<file path="config.mk">
export PLATFORM = sky130hd
export DESIGN_NAME = rsst_ctrl
export DESIGN_NICKNAME = d
export VERILOG_FILES = /design/src/rtl/rsst_pkg.sv /design/src/rtl/rsst_ctrl.sv
export SDC_FILE = /design/constraint.sdc
export NUM_CORES = 1
export LEC_CHECK = 0
export BUFFER_PORTS_ARGS = -buffer_cell sky130_fd_sc_hd__clkbuf_2
export CORE_ASPECT_RATIO = 1.1
export CORE_MARGIN = 1
export CORE_UTILIZATION = 40
export DETAILED_ROUTE_END_ITERATION = 7
export GPL_TIMING_DRIVEN = 0
export HOLD_SLACK_MARGIN = 0.15
export PLACE_DENSITY = 0.67
export RECOVER_POWER = 50
export SLEW_MARGIN = 20
export SYNTH_ARGS = -nofsm -noshare
export SYNTH_HDL_FRONTEND = slang
export SYNTH_SLANG_ARGS = --single-unit
</file>
<file path="constraint.sdc">
create_clock -name clk -period 4.9 [get_ports clk]
set_input_delay 0.49 -clock clk [delete_from_list [all_inputs] [get_ports clk]]
set_output_delay 0.49 -clock clk [all_outputs]
set_load 0.005 [all_outputs]
</file>
<file path="src/rtl/rsst_pkg.sv">
`timescale 1ns / 1ps

package rsst_pkg;

  // Fixed field widths
  localparam int CMD_W = 2;
  localparam int IDX_W = 10;
  localparam int VAL_W = 32;
  localparam int SUM_W = 42;
  localparam int CFG_W = 11;

  localparam logic [CFG_W-1:0] ACTIVE_RESET = 11'd1024;

  typedef enum logic [CMD_W-1:0] {
    CMD_CLEAR = 2'd0,
    CMD_TAKE  = 2'd1,
    CMD_ADD   = 2'd2,
    CMD_SUM   = 2'd3
  } cmd_t;

  typedef enum logic {
    KIND_TAKE = 1'b0,
    KIND_SUM  = 1'b1
  } kind_t;

  // Controller to datapath commands
  typedef struct packed {
    logic capture;    // latch the input word
    logic clr_wr;     // zero one node of the sweep
    logic rd_leaf;    // read the addressed leaf
    logic wr_leaf;    // write the updated leaf, start the climb
    logic rd_sib;     // read the sibling of the current node
    logic wr_par;     // write the parent sum, move up
    logic sum_init;   // load range pointers, zero accumulator
    logic sum_a;      // left pointer step
    logic sum_b;      // right pointer step and level shift
    logic emit_take;  // result = leaf value just read
    logic emit_zero;  // take-all of an unused entry
    logic emit_sum;   // result = accumulator
  } dp_ctrl_t;

  // Datapath to controller status
  typedef struct packed {
    cmd_t cmd;
    logic clr_last;
    logic idx_ok;
    logic range_ok;
    logic at_root;
    logic a_lt_b;
  } dp_stat_t;

endpackage

</file>
<file path="src/rtl/rsst_ctrl.sv">
`timescale 1ns / 1ps

module rsst_ctrl (
  input  logic               clk,
  input  logic               rst_n,
  input  logic               start,
  output logic               busy,
  output rsst_pkg::dp_ctrl_t ctrl,
  input  rsst_pkg::dp_stat_t stat
);
  import rsst_pkg::*;

  typedef enum logic [9:0] {
    ST_IDLE    = 10'b00_0000_0001,
    ST_CLEAR   = 10'b00_0000_0010,
    ST_DECODE  = 10'b00_0000_0100,
    ST_LEAF_WR = 10'b00_0000_1000,
    ST_SIB_RD  = 10'b00_0001_0000,
    ST_PAR_WR  = 10'b00_0010_0000,
    ST_SUM_A   = 10'b00_0100_0000,
    ST_SUM_B   = 10'b00_1000_0000,
    ST_SUM_FIN = 10'b01_0000_0000,
    ST_UNUSED  = 10'b10_0000_0000
  } state_t;

  state_t state_r, state_nxt;

  // Reset starts with a clearing sweep of the node store
  always_ff @(posedge clk) begin
    if (!rst_n) begin
      state_r <= ST_CLEAR;
    end else begin
      state_r <= state_nxt;
    end
  end

  assign busy = (state_r != ST_IDLE);

  // Next state and datapath commands
  always_comb begin
    state_nxt = state_r;
    ctrl      = '0;
    unique case (state_r)
      ST_IDLE: begin
        if (start) begin
          ctrl.capture = 1'b1;
          state_nxt    = ST_DECODE;
        end
      end
      ST_CLEAR: begin
        ctrl.clr_wr = 1'b1;
        if (stat.clr_last) state_nxt = ST_IDLE;
      end
      ST_DECODE: begin
        unique case (stat.cmd)
          CMD_CLEAR: state_nxt = ST_CLEAR;
          CMD_TAKE: begin
            if (stat.idx_ok) begin
              ctrl.rd_leaf = 1'b1;
              state_nxt    = ST_LEAF_WR;
            end else begin
              ctrl.emit_zero = 1'b1;
              state_nxt      = ST_IDLE;
            end
          end
          CMD_ADD: begin
            if (stat.idx_ok) begin
              ctrl.rd_leaf = 1'b1;
              state_nxt    = ST_LEAF_WR;
            end else begin
              state_nxt = ST_IDLE;
            end
          end
          CMD_SUM: begin
            ctrl.sum_init = 1'b1;
            state_nxt     = stat.range_ok ? ST_SUM_A : ST_SUM_FIN;
          end
          default: state_nxt = ST_IDLE;
        endcase
      end
      ST_LEAF_WR: begin
        ctrl.wr_leaf = 1'b1;
        if (stat.cmd == CMD_TAKE) ctrl.emit_take = 1'b1;
        state_nxt = ST_SIB_RD;
      end
      ST_SIB_RD: begin
        if (stat.at_root) begin
          state_nxt = ST_IDLE;
        end else begin
          ctrl.rd_sib = 1'b1;
          state_nxt   = ST_PAR_WR;
        end
      end
      ST_PAR_WR: begin
        ctrl.wr_par = 1'b1;
        state_nxt   = ST_SIB_RD;
      end
      ST_SUM_A: begin
        if (stat.a_lt_b) begin
          ctrl.sum_a = 1'b1;
          state_nxt  = ST_SUM_B;
        end else begin
          state_nxt = ST_SUM_FIN;
        end
      end
      ST_SUM_B: begin
        ctrl.sum_b = 1'b1;
        state_nxt  = ST_SUM_A;
      end
      ST_SUM_FIN: begin
        ctrl.emit_sum = 1'b1;
        state_nxt     = ST_IDLE;
      end
      default: state_nxt = ST_IDLE;
    endcase
  end

endmodule

</file>
# == Word-level counts from Yosys, hierarchy flattened ==
# Index checks and enable logic that the tools add are counted.
# word_totals
reg_bits,10
inputBits,10
out_inout_bits,13
elab_cells,49
# classes
n_eq_ne,15
mux,29
reduce_logical,4
# ops
op,count
10-bit case mux with 7 select lines,1
10-bit case mux with 3 select lines,1
1-bit 2-to-1 mux,21
10-bit 2-to-1 mux,2
9-bit 2-to-1 mux,2
10-bit by 1-bit equality test with 1-bit output (second input constant),1
10-bit by 2-bit equality test with 1-bit output (second input constant),1
10-bit by 3-bit equality test with 1-bit output (second input constant),1
10-bit by 4-bit equality test with 1-bit output (second input constant),1
10-bit by 5-bit equality test with 1-bit output (second input constant),1
10-bit by 6-bit equality test with 1-bit output (second input constant),1
10-bit by 7-bit equality test with 1-bit output (second input constant),1
10-bit by 8-bit equality test with 1-bit output (second input constant),1
10-bit by 9-bit equality test with 1-bit output (second input constant),1
10-bit by 1-bit != test with 1-bit output (second input constant),1
6-bit 2-to-1 mux,1
2-bit equality test (second input constant),2
4-bit 2-to-1 mux,1
2-bit != test (second input constant),2
2-bit OR reduction,2
2-bit by 1-bit equality test with 1-bit output (second input constant),1
2-bit zero test,1
2-bit AND reduction,1

# == Longest topological paths before layout ==
# logic_depth
word_depth,4
ltp_mapped,6
depth_no_buf,6

# == Worst setup path before layout ==
# Ideal clock, no wire load.
# synth_timing
kind,register to output
from,register state_r[4]
to,output ctrl[2] (netlist bit)
arrival_ns,1.546
t_required_ns,4.410
setup_slack_ns,2.864
path_stages_with_launch,4
path_buffers,0
cell_sequence,dfxtp_1 > or4_1 > nor4_1 > and2_1
# synth_rtl
item,line,rtl
"start, declared",rsst_ctrl.sv:26,"state_t state_r, state_nxt;"
"start signal, assigned",rsst_ctrl.sv:33,state_r <= state_nxt;
"end, declared",rsst_ctrl.sv:8,"output rsst_pkg::dp_ctrl_t ctrl,"

==> results.yml <==
cells_and_area:
  regMostFlops: "state_r"
  multiInputGateArea_um2: 375
  syn_to_final_growth_pct: 23.1
  final_common_cell: "clkbuf_2"
  stdcell_area_um2: 734
  drive_above_1_share_pct: 27.6
  final_cell_mix: "clkbuf_2, dfxtp_1, nor2_1, inv_1"
  stdcell_count: 114
  utilization_pct: 53.1
  diodes: 0
  largest_reg_flops: 9
  n_fill_cell: 152
  seq_area_um2: 180
  final_net_count: 112
  top_regs: "state_r: 9 flops"
job:
  maxCapViolations: 0
setup_path:
  cp.arrival_ps: 2110
  r2r_start: "state_r[4]"
  start_kind: "flop"
  cp.required_ps: 4410
  path_max_fanout: 6
  reg2reg_depth: 5
  crit_path_end_kind: "primary output"
  r2r_slack_ps: 2920
  timing.rr.end: "state_r[8]"
  path_class: "reg2out"
cts:
  cts_hold_buf: 0
  cts_buffer_depth: 2
  clkLatencyLatePin_ps: 270
  cts_max_level: 1
  cts_tree: "done"
  root_buffer: "clkbuf_4"
  post_cts_resized: 0
  cts_inserted_buffers: 3
  post_cts_buffers: 0
  clk_pin_slew_ps: 60
  clock_sinks: 9
yosys:
  synth_xor_area_share_pct: 1.47
  synthCells: 72
  synth_seq_cells: 9
  synth_mux_area_share_pct: 0
  netlist_area_um2: 597
  ys_seq_area_share_pct: 30.2
  synth_top_area_share_pct: 30.2
  syn_area_per_cell_um2: 8.29
  async_reset_ff_share_pct: 0
  synth_area_leaders: "dfxtp_1, ha_1, and2_1"
  yosysWarnings: 0
  synth_top_family_by_area: "simple AND/OR/NAND/NOR gates"
  synth_compound_area_share_pct: 14.3
  synthAdderAreaFrac_pct: 6.29
  synth-simple-area-share_pct: 44.0
  synth_flop_cell: "dfxtp_1"
  synth_top_area_cell: "dfxtp_1"
  synth_cell_types: 30
  synth_enable_flop_cells: 0
  synthesis.nets: 85
timing:
  fin_ws_ps: 2300
  fin_crit_sh_pct: 53.0
  final-setup-viol-count: 0
  fmax_mhz: 385
  setup_tns_ps: 0
  drv_slew: 0
  clock_skew_ps: 0.893
  holdWs_ps: 502
  slew_headroom_pct: 63.0
  hold_viol: 0
  worstMarginPinSlew_ps: 551
  period_minus_slack_ps: 2600
  rsz0062_at_grt: "false"
detailed_routing:
  vias: 607
  wl_per_cell_um: 12.0
  dr.pass1.iters: 4
  drc_errors: 0
  finalWirelength_um: 1360
  routed_via_density: 5.32
  dr.first_iter.drc_count: 13
  ant_nets: 0
place:
  post-place-ws_ps: 2660
  dp_hpwl_um: 1080
  dpl_cell_area_um2: 727
  dp_cells: 110
  io_buffers: 22
  gp_congestion: 0.765
die:
  pin_count: 23
  dieArea_um2: 1650
  die_h_um: 42.5
  core.rowCount: 14
  die_w_um: 38.8
  floorplan.initialDensity_pct: 43.1
  core_um2: 1380
hold_path:
  hold_depth: 3
  worstHoldStart: "stat[2]"
  hp-class: "in2reg"
  whs_endpoint: "state_r[6]"
grt:
  grt_pass1_wl_um: 2160
  grt_pass1_vias: 546
  grt_max_degree: 9
  antenna_found_initial: 0
  grt_usage_pct: 19.3
  overflow: 0
run_status:
  outcome: "finished, final reports clean"
power:
  power_density_nw_per_um2: 219
  peakVddDrop_mv: 0.114
  finalPower_uw: 161
  p_leak_nw: 0.378
==> cell usage after synthesis, types with 2 or more instances <==
master,n
nand2_1,3
inv_1,6
nand2b_1,5
and3b_1,3
nor2_1,7
ha_1,3
dfxtp_1,9
and2_1,5
nor4_1,4
a211oi_1,2
or4_4,2
nor2b_1,2
and3_1,3
nor3_1,2
==> critical path: stages (launching register included) <==
cell and delay [ps]:
dfxtp_1 350, or4_1 620, nor4_1 520, and3_1 250, clkbuf_2 110
==> layer usage <==
layer  global-route usage, %  routed length (µm)
met1                    23.0                 637
met2                    29.7                 647
met3                    4.79                  48
met4                    12.4                  29
met5                       0                   0
==> worst max path at each step <==
| stage | startpoint | to | slack, ps |
|---|---|---|---|
| final | state_r[4] | ctrl[9] | 2300 |
| after global routing | state_r[4] | ctrl[9] | 2070 |
| after CTS | state_r[4] | ctrl[2] | 2350 |
| after detailed placement | state_r[4] | ctrl[2] | 2660 |
| after global placement | state_r[4] | ctrl[2] | 2680 |
| after floorplan | state_r[4] | ctrl[2] | 2860 |
==> report_power, final <==
part	switching, mW	internal, mW	leakage (nW)
sequential	0.00262	0.0750	0.0732
clock	0.0286	0.0315	0.0150
combinational	0.0118	0.0112	0.290
total	0.0430	0.118	0.378
==> area by class of cell <==
class	count	area share (%)
multi-input combinational	57	51.1
sequential	9	24.5
timing repair buffer	22	15.0
clock buffer	4	3.58
inverter	6	3.07
tap	16	2.73
==> cell families after synthesis <==
| group | after synthesis |
|---|---|
| flip-flops | 9 |
| buffers and inverters | 6 |
| AND/OR/NAND/NOR | 42 |
| XOR/XNOR | 1 |
| AO/OA/AOI/OAI | 11 |
| adder cells (fa/ha/maj) | 3 |
Power figures use the tool's default switching activity.
